--- src/hw/rtl/fst_delay.sv ---
// Fixed-length payload delay line.
module fst_delay #(
  parameter int WIDTH = 8,
  parameter int DEPTH = 4
) (
  input  logic             clk,
  input  logic [WIDTH-1:0] d,
  output logic [WIDTH-1:0] q
);

  logic [WIDTH-1:0] taps [DEPTH];

  always_ff @(posedge clk) begin
    taps[0] <= d;
    for (int i = 1; i < DEPTH; i++) begin
      taps[i] <= taps[i-1];
    end
  end

  assign q = taps[DEPTH-1];

endmodule

--- config.mk ---
export PLATFORM = sky130hd
export DESIGN_NAME = fst_delay
export DESIGN_NICKNAME = d
export VERILOG_FILES = /design/src/hw/rtl/fst_delay.sv
export SDC_FILE = /design/constraint.sdc
export NUM_CORES = 1
export LEC_CHECK = 0
export BUFFER_PORTS_ARGS = -buffer_cell sky130_fd_sc_hd__buf_2
export CAP_MARGIN = 20
export CORE_UTILIZATION = 45
export DETAILED_ROUTE_END_ITERATION = 6
export PLACE_DENSITY = 0.79
export RECOVER_POWER = 100
export SLEW_MARGIN = 0
export SYNTH_ARGS = -nofsm -noshare
export SYNTH_HDL_FRONTEND = slang
export SYNTH_SLANG_ARGS = --single-unit
--- constraint.sdc ---
create_clock -name clk -period 0.8 [get_ports clk]
set_input_delay 0 -clock clk [delete_from_list [all_inputs] [get_ports clk]]
set_output_delay 0 -clock clk [all_outputs]
set_load 0.005 [all_outputs]
---- Word-level counts from Yosys, hierarchy flattened ----
Memory sizes are Yosys's and may differ from the RTL's.
Cells that the tools add are included.
W data, S select, Z words.
word-level totals
  ROM bits ................................ 0
  output and inout bits ................... 8
  latch bits .............................. 0
  memory bits (writable) .................. 32
  memories kept ........................... 1
  flip-flop bits (word level) ............. 0
  input bits .............................. 9
memory list
  name  words  width  rd ports  clocked after Yosys merged registers in  write ports  line  RTL
  taps  4      8      4         0                                        4            11    logic [WIDTH-1:0] taps [DEPTH];
operators by class
  eq/ne operators ......................... 0
  multiplexer cells ....................... 0
  reduce and logical (&&, ||, !) cells .... 0
  add/sub/neg operators ................... 0
  bitwise gates (word level) .............. 0
  shift-type cells ........................ 0
  $lt $le $gt $ge ......................... 0
  divide/modulo/power cells ............... 0
  $mul .................................... 0

---- Logic depth before layout (Yosys ltp) ----
  depth after elaboration ................. 0
  mapped depth ............................ 0
  depth with buffers taken out ............ 0

---- Worst setup path before layout ----
No wires, ideal clock.
  kind .................................... register to register
  from .................................... memory taps[0][0]
  to ...................................... memory taps[1][0]
  buffers on the path ..................... 0
  arrival ................................. 269 ps
  stages on the path, launching flop included .. 1
  slack ................................... 420 ps
  cells stage by stage .................... dfxtp_1
RTL lines
  element      line
  from (decl)  11

==> run_results.csv <==
group,metric,value,unit
cts,cts_tree,"built",
cts,h-tree-depth,2,
synthesis,synthXorXnorAreaFrac,0,%
worst_hold_path,hold_start,"taps[1][1]$_DFF_P_",
setup_path,r2r-start,"taps[0][0]$_DFF_P_",
floorplan,initial_utilization,48.6,%
synthesis,syn-num-nets,41,
setup_path,endpoint_kind,"primary output",
routing,drc,0,
cells_and_area,largest_reg_flops,32,
setup_path,worstRegToRegCells,0,
setup_path,required,0.80,ns
synthesis,synthFlopType,"dfxtp_1",
setup_path,cp_data_arrival_time,0.73,ns
setup_path,critPathMaxFanout,1,
routing,drt_iter0_markers,3,
setup_path,rr_endpoint,"taps[1][0]$_DFF_P_",
sta,post-route-min-period,0.729,ns
floorplan,row_count,13,
setup_path,cp_slowest_cell,"dfxtp_1",
power,ir_drop,2.19,mV
synthesis,synth_edf_count,0,
cells_and_area,drive_gt1_share,30.2,%
synthesis,synthTopCellsByCount,"dfxtp_1",
synthesis,yosys.area_share.simple,0,%
floorplan,chipHeight,39.7,um
cts,cts_resized,0,
routing,dr.pass1.iters,2,
floorplan,io_pins,17,
setup_path,crit_path_start,"taps[3][5]$_DFF_P_",
grt,antenna_found_initial,0,
cells_and_area,multi_input_area,0,um2
setup_path,path_class,"flop to primary output",
run,maxCapViolCount,0,
synthesis,synth_top_area_share,100,%
synthesis,synth_area,641,um2
worst_hold_path,whs_endpoint,"taps[2][1]$_DFF_P_",
cells_and_area,area_growth,37.3,%
floorplan,dieWidth,39.7,um
sta,tns,0,ns
cells_and_area,fin_area,880,um2
sta,setup_viol,0,
cells_and_area,multi_input_gates,0,
sta,whs,0.327,ns
cts,cts_sinks,32,
cts,insertion_delay,0.30,ns
cts,clkTransAtPathRegs,0.08,ns
grt,grt_pass1_vias,281,
cts,root_buffer,"clkbuf_4",
synthesis,yosys.area.top_type,"dfxtp_1",
synthesis,synth_fa_ha_area_share,0,%
floorplan,dieArea,0.00158,mm2
cells_and_area,fin_nets,72,
power,pwr_density_cell,3070,mW/mm2
sta,fin_skew,0.00405,ns
routing,wl_per_cell,9.17,um
sta,drv_slew,0,
synthesis,ys_seq_area_share,100,%
cts,hold_buffers,8,
run_status,status,"finished, final reports clean",
cts,numCtsBuffers,5,
grt,grt_max_degree,10,
synthesis,muxShareOfSynthArea,0,%
synthesis,synth_area_leaders,"dfxtp_1",
sta,slew_headroom,94.3,%
cts,post-cts-setup-buffers,0,
routing,drt-total-wl,715,um
worst_hold_path,holdPathStages,0,
sta,hold_viol_final,0,
synthesis,yosysWarnings,0,
synthesis,postSynthCellCount,32,
cells_and_area,reg_top3,"taps: 32 flops",
routing,vias,307,
sta,worstMarginPinSlew,0.0850,ns
placed_design,dpl-instance-area,739,um2
setup_path,path_cells,"buf_2",
cells_and_area,diodes,0,
placed_design,numPortBuffers,16,
setup_path,path_delay_family,"flip-flops",
power,power_leakage,0.393,nW
synthesis,ys_seq_elements,32,
grt,grt_usage,12.4,%
synthesis,syn_avg_cell_area,20.0,um2
worst_hold_path,min_path_type,"flop to flop",
floorplan,coreArea,0.00132,mm2
synthesis,synth-compound-area-share,0,%
sta,rsz0062_at_grt,"no",
grt,grt_pass1_wl,1.04,mm
sta,clock.fmax,1370,MHz
placed_design,gp_congestion,0.556,
setup_path,crit_path_start_kind,"flop",
synthesis,synth_most_common_cell,"dfxtp_1",
setup_path,critPathBufInv,1,
routing,via_per_inst,3.94,
synthesis,yosysUniqueCellTypes,1,
grt,grt_overflow,0,
setup_path,r2r_setup_slack,0.40,ns
setup_path,critPathMaxStageDelay,0.31,ns
sta,period_share,91.1,%
cts,cts.path.max_buffers,2,
cells_and_area,top_register,"taps",
synthesis,async_flop_share,0,%
routing,ant_nets,0,
## cells in the final DEF, fill, tap and decap left out
cell	synthesis	layout
clkbuf_1	0	4
dlygate4sd3_1	0	8
buf_2	0	12
clkbuf_4	0	5
dfxtp_1	32	32
clkbuf_8	0	2
## how the worst max path moves through the flow
stage / to / slack [ns] / cells after the start
floorplan: taps[1][0]$_DFF_P_ / 0.42 / 0
global placement: taps[3][4]$_DFF_P_ / 0.41 / 0
detailed placement: q[5] / 0.39 / 1
CTS: q[5] / 0.05 / 1
global route: q[2] / 0.02 / 1
finish: q[5] / 0.07 / 1
## through the flow
step	total power [W]	setup slack, ns	cells	util [%]
finish	0.00270	0.0713	78	66.8
global placement	0.00177	0.415	63	56.1
global route	0.00281	0.0170	78	66.8
CTS	0.00274	0.0489	78	67.1
floorplan	0.00173	0.420	32	-
detailed placement	0.00178	0.393	63	56.1
## where the power goes
part | leakage, nW | internal, W | switching [W]
logic | 0.0853 | 0.0000494 | 0.0000181
registers | 0.270 | 0.00168 | 0.0000175
clock network | 0.0374 | 0.000498 | 0.000442
total | 0.393 | 0.00222 | 0.000478
## kinds of logic (layout without fill, tap and decap cells)
logic type             count (synthesis)  count (layout)
buffers and inverters                  0              31
DFF                                   32              32
## layer usage
metal  vias to the layer above  wire length, um  track usage [%]  part of all wire [%]
met5                         -                0                0                     0
met4                         0               10             10.3                   1.4
li1                        156                -                -                     -
met3                         2               65             10.2                   9.1
met2                        15              388             19.3                    54
met1                       134              250             9.29                    35
## final cells by class
type	count	area, um2
tap	15	18.8
sequential	32	641
clock buffer	7	65.1
timing repair buffer	24	155
fill	99	438
(Power assumes the default switching activity.)
