**src/hw/rtl/fst_div.sv**
```systemverilog
// Pipelined restoring divider, one quotient bit per stage.
module fst_div #(
  parameter int NW = 44,
  parameter int DW = 13,
  parameter int QW = 33
) (
  input  logic          clk,
  input  logic [NW-1:0] num,
  input  logic [DW-1:0] den,
  output logic [QW-1:0] quot
);

  logic [DW-1:0] rr    [QW];
  logic [DW-1:0] dd    [QW];
  logic [QW-1:0] ss    [QW+1];
  logic [DW-1:0] rn    [QW];
  logic [QW-1:0] sn    [QW];
  logic [DW:0]   trial [QW];

  always_comb begin
    for (int i = 0; i < QW; i++) begin
      trial[i] = {rr[i], ss[i][QW-1]};
      if (trial[i] >= {1'b0, dd[i]}) begin
        rn[i] = DW'(trial[i] - {1'b0, dd[i]});
        sn[i] = {ss[i][QW-2:0], 1'b1};
      end else begin
        rn[i] = trial[i][DW-1:0];
        sn[i] = {ss[i][QW-2:0], 1'b0};
      end
    end
  end

  always_ff @(posedge clk) begin
    rr[0] <= DW'(num[NW-1:QW]);
    ss[0] <= num[QW-1:0];
    dd[0] <= den;
    for (int i = 0; i < QW - 1; i++) begin
      rr[i+1] <= rn[i];
      dd[i+1] <= dd[i];
    end
    for (int i = 0; i < QW; i++) begin
      ss[i+1] <= sn[i];
    end
  end

  assign quot = ss[QW];

endmodule

```
**config.mk**
```make
export PLATFORM = sky130hd
export DESIGN_NAME = fst_div
export DESIGN_NICKNAME = d
export VERILOG_FILES = /design/src/hw/rtl/fst_div.sv
export SDC_FILE = /design/constraint.sdc
export NUM_CORES = 2
export LEC_CHECK = 0
export ABC_AREA = 1
export BUFFER_PORTS_ARGS = -buffer_cell sky130_fd_sc_hd__buf_2
export CAP_MARGIN = 0
export CORE_MARGIN = 1.5
export CORE_UTILIZATION = 35
export DETAILED_ROUTE_END_ITERATION = 6
export GPL_ROUTABILITY_DRIVEN = 0
export HOLD_SLACK_MARGIN = 0.06
export SYNTH_ARGS = -nofsm -noshare
export SYNTH_HDL_FRONTEND = slang
export SYNTH_SLANG_ARGS = --single-unit
```
**constraint.sdc**
```tcl
create_clock -name clk -period 2.65 [get_ports clk]
set_input_delay 0.3975 -clock clk [delete_from_list [all_inputs] [get_ports clk]]
set_output_delay 0.3975 -clock clk [all_outputs]
set_load 0.005 [all_outputs]
```
* Word-level counts from Yosys, hierarchy flattened
Memories as Yosys holds them, arrays and structs flattened.
Cells that the tools add are included.
** Word-level totals
- Word-level logic and storage cells :: 133
- Bits of input ports :: 58
- Output and inout port bits :: 33
- Register bits :: 0
- Bits in writable memories :: 1980
- Memories kept :: 3
** Operators by class
- $lt $le $gt $ge :: 33
- $add $sub $neg :: 32
- Multiplexer cells :: 65
** Memories
- ss :: words 34, width 33, rd ports 34, clocked after memory_dff 0, wr ports 34, line 15 : logic [QW-1:0] ss [QW+1];
- dd :: words 33, width 13, rd ports 33, clocked after memory_dff 0, wr ports 33, line 14 : logic [DW-1:0] dd [QW];
- rr :: words 33, width 13, rd ports 33, clocked after memory_dff 0, wr ports 33, line 13 : logic [DW-1:0] rr [QW];
** Operators by type and width (number)
- greater-or-equal comparator 14 x 13 -> 1 bit :: 33
- two-way mux 13 bit :: 32
- subtractor 13 bit :: 32
- two-way mux 1 bit :: 33

* Depth between registers and ports, before layout
- Word-level depth :: 2
- Gate-level depth with buffers :: 13
- Mapped depth without buffers :: 12

* Least setup slack after synthesis
No wires, ideal clock.
- Kind :: flip-flop to flip-flop
- From :: memory ss[22][32]
- To :: memory rr[23][1] (netlist: rr[0][300])
- Setup time :: 0.114 ns
- Period minus slack after synthesis :: 1.831 ns
- Stages on the path, launching flop included :: 14
- Required time :: 2.536 ns
- Path slack :: 0.819 ns
- Buffers on the path :: 1
- Arrival time :: 1.718 ns
- Cells stage by stage :: dfxtp_1 > inv_1 > ha_1 > inv_1 > fa_1 > nand2_1 > nand2_1 > nand3_1 > nand2_1 > nand2_2 > nand3_4 > buf_6 > nand2_1 > o21ai_2
** RTL lines (line)
- start, declared :: 15
- end, declared :: 13

==> flow_summary_export.csv <==
group,metric,value,unit
place,dp.cells,11750,
hold_path,hp-class,"in -> reg",
place,port-buffer-count,90,
clock_tree,htreeDepth,4,
clock_tree,hold_buffers,57,
setup_path,arrival,3.08,ns
setup_path,start_kind,"register",
logic_synthesis,ys_seq_elements,1978,
die,dieArea,222500,um^2
setup_path,cp_cell_sequence,"ha_1, inv_1, fa_1, nand2_1, nand2_1, nand3_1, nand2_1, nand2_4, nand3_4, nand2_1, o21ai_2",
logic_synthesis,yosysWarnings,0,
routing,drt_iter0_markers,3229,
layout,final_cells,12190,
sta,finalSetupViolations,0,
grt,grt.busiest_layer,"met2",
status,status,"finished clean",
clock_tree,clk_path_buf_depth,3,
place,placed_cell_area,79980,um^2
logic_synthesis,ys_seq_area_share,51.50,%
clock_tree,cts_made_buffers,205,
grt,overflow,0,
layout,drive_above_1_share,12.57,%
routing,drtAntennaViolNets,0,
layout,area_growth,14.49,%
clock_tree,cts_tree,"built",
power,ir_worst_vdd,0.6993,mV
clock_tree,cts_root_buf,"clkbuf_16",
setup_path,end_kind,"register",
routing,routedWlPerCell,12.69,um
sta,worst_slew_pin_slew,0.4966,ns
grt,grt_usage,13.85,%
clock_tree,cts_resized,0,
grt,met2_usage,23.27,%
sta,slew_viol_final,0,
grt,grt_pass1_wl,256.9,mm
sta,fin_crit,2.385,ns
place,dp_hpwl,117.9,mm
routing,finalWirelength,154.8,mm
sta,hold_viol_final,0,
sta,fmax,419.2,MHz
setup_path,critPathMaxStageDelay,0.46,ns
routing,drc,0,
sta,max_slew_margin,66.85,%
clock_tree,cts_setup_buffers,0,
clock_tree,cts.reportedPaths.clkPinSlew,0.06,ns
clock_tree,cts_sinks,1978,
sta,grt_setup_unrepaired,"false",
die,io_pins,91,
grt,grt_pass1_vias,53060,
setup_path,cp_common_cell,"nand2_1",
power,power.leakage,45.61,nW
logic_synthesis,syn_inst,8894,
setup_path,critical_path_buf_inv_count,1,
run,drv_cap,0,
layout,layout.nets,9678,
clock_tree,worstSkewPairLatency,0.85,ns
die,core,217800,um^2
logic_synthesis,yosysUniqueCellTypes,39,
routing,vias_per_cell,4.400,
grt,grt_max_degree,23,
die,fp.dieW,471.7,um
layout,fin_util,40.42,%
setup_path,cp_top_family,"simple AND/OR/NAND/NOR gates",
layout,postLayoutCellArea,88030,um^2
sta,tns,0,ns
setup_path,cp_slowest_cell,"fa_1",
grt,antenna_found_initial,1,
logic_synthesis,avgSynthCellArea,8.645,um^2
grt,grt.met1_usage,17.40,%
setup_path,required,3.35,ns
setup_path,setup.worst_path.class,"reg -> reg",
setup_path,critical_path.max_fanout,22,
sta,worst_hold_slack,0.1723,ns
power,power-per-cell-area,1309,nW/um^2
die,initial_core_util,35.30,%
routing,dr.pass1.iters,7,
sta,min_period_over_period,90.01,%
die,die-height,471.7,um
sta,worst_clock_skew,0.05487,ns
routing,route.vias.total,53650,
logic_synthesis,synth_area,76890,um^2
die,placementRows,171,
grt,use_met3,2.662,%
logic_synthesis,synth_nets,9412,
## synth_stat cells (all sizes together)
library cell     n  share of area, %
o211ai           1            0.0098
ha             428               7.0
fa              32              0.83
nand3          576               5.2
buf             90               1.2
nor2           394               2.6
nand4          352               3.2
nor3            14              0.27
o21ai          245               2.2
xor2           172               2.0
inv           1831               8.9
nand3b           1            0.0098
a21oi          161               1.5
nand2         2599                13
and2            16              0.16
o21bai           1            0.0098
dfxtp         1978                51
xnor2            1             0.011
nor4             2             0.016
## layer usage
layer	part of all wire, %	wire, um	up-vias
li1	-	-	27850
met1	46	71020	24340
met2	46	71020	1124
met3	4.8	7354	342
met4	3.5	5392	0
met5	0	0	-
## cells in the final DEF, fill, tap and decap left out, types with 29 or more instances in the layout
| cell | synthesis | layout |
|---|---|---|
| a21oi_1 | 129 | 129 |
| a21oi_4 | 31 | 31 |
| buf_2 | 25 | 90 |
| bufinv_16 | 0 | 29 |
| clkbuf_16 | 0 | 207 |
| clkbuf_8 | 0 | 38 |
| clkinv_2 | 0 | 34 |
| dfxtp_1 | 1978 | 1978 |
| dlygate4sd3_1 | 0 | 57 |
| fa_1 | 32 | 32 |
| ha_1 | 428 | 428 |
| inv_1 | 1786 | 1786 |
| inv_2 | 45 | 45 |
| nand2_1 | 2423 | 2423 |
| nand2_2 | 158 | 158 |
| nand3_1 | 405 | 405 |
| nand3_2 | 141 | 141 |
| nand3_4 | 30 | 30 |
| nand4_1 | 330 | 330 |
| nor2_1 | 270 | 270 |
| nor2_2 | 81 | 81 |
| nor2_4 | 43 | 43 |
| o21ai_1 | 100 | 100 |
| o21ai_2 | 123 | 123 |
| xor2_1 | 172 | 172 |
## registers in the layout, summed over array words and instances, names as in the netlist
signal / count
ss: 1122
dd: 429
rr: 427
## worst paths after layout
path	startpoint	end	slack, ns	cells past startpoint
worst min register to register	ss[6][28]	ss[7][29]	0.28	0
worst min-delay path	num[13]	ss[0][13]	0.17	2
worst max register to register	dd[0][91]	rr[0][111]	0.26	11
worst max-delay path	dd[0][91]	rr[0][111]	0.26	11
## logic make-up (layout without fill, tap and decap cells)
group,Yosys count,in the layout,synth area share [%]
AO/OA/AOI/OAI,408,408,3.722
XOR/XNOR,173,173,1.971
adder cells (fa/ha/maj),460,460,7.798
buffers and inverters,1921,2365,10.17
flip-flops,1978,1978,51.50
other,0,2,0
AND/OR/NAND/NOR,3954,3954,24.84
## report_power, final
group          total, mW  switching [mW]  internal (mW)  leakage (nW)
combinational       42.5            27.3           15.1          25.3
sequential          42.1            4.11           38.0          16.7
clock               30.6            12.2           18.4          3.60
## layout make-up
type | count | area (um^2)
clock buffer | 268 | 5789
antenna | 2 | 5.005
multi-input combinational | 4995 | 29470
fill | 21540 | 129800
tap | 2854 | 3571
inverter | 1831 | 6873
clock inverter | 117 | 1687
timing repair buffer | 149 | 1036
sequential | 1978 | 39600
## per-stage QoR
stage	total power [mW]	setup slack, ns
global placement	83.91	0.2642
detailed placement	84.79	0.2547
finish	115.2	0.2646
floorplan	76.36	0.8185
CTS	116.3	0.2495
global route	124.4	0.04790
(Power assumes the default switching activity.)
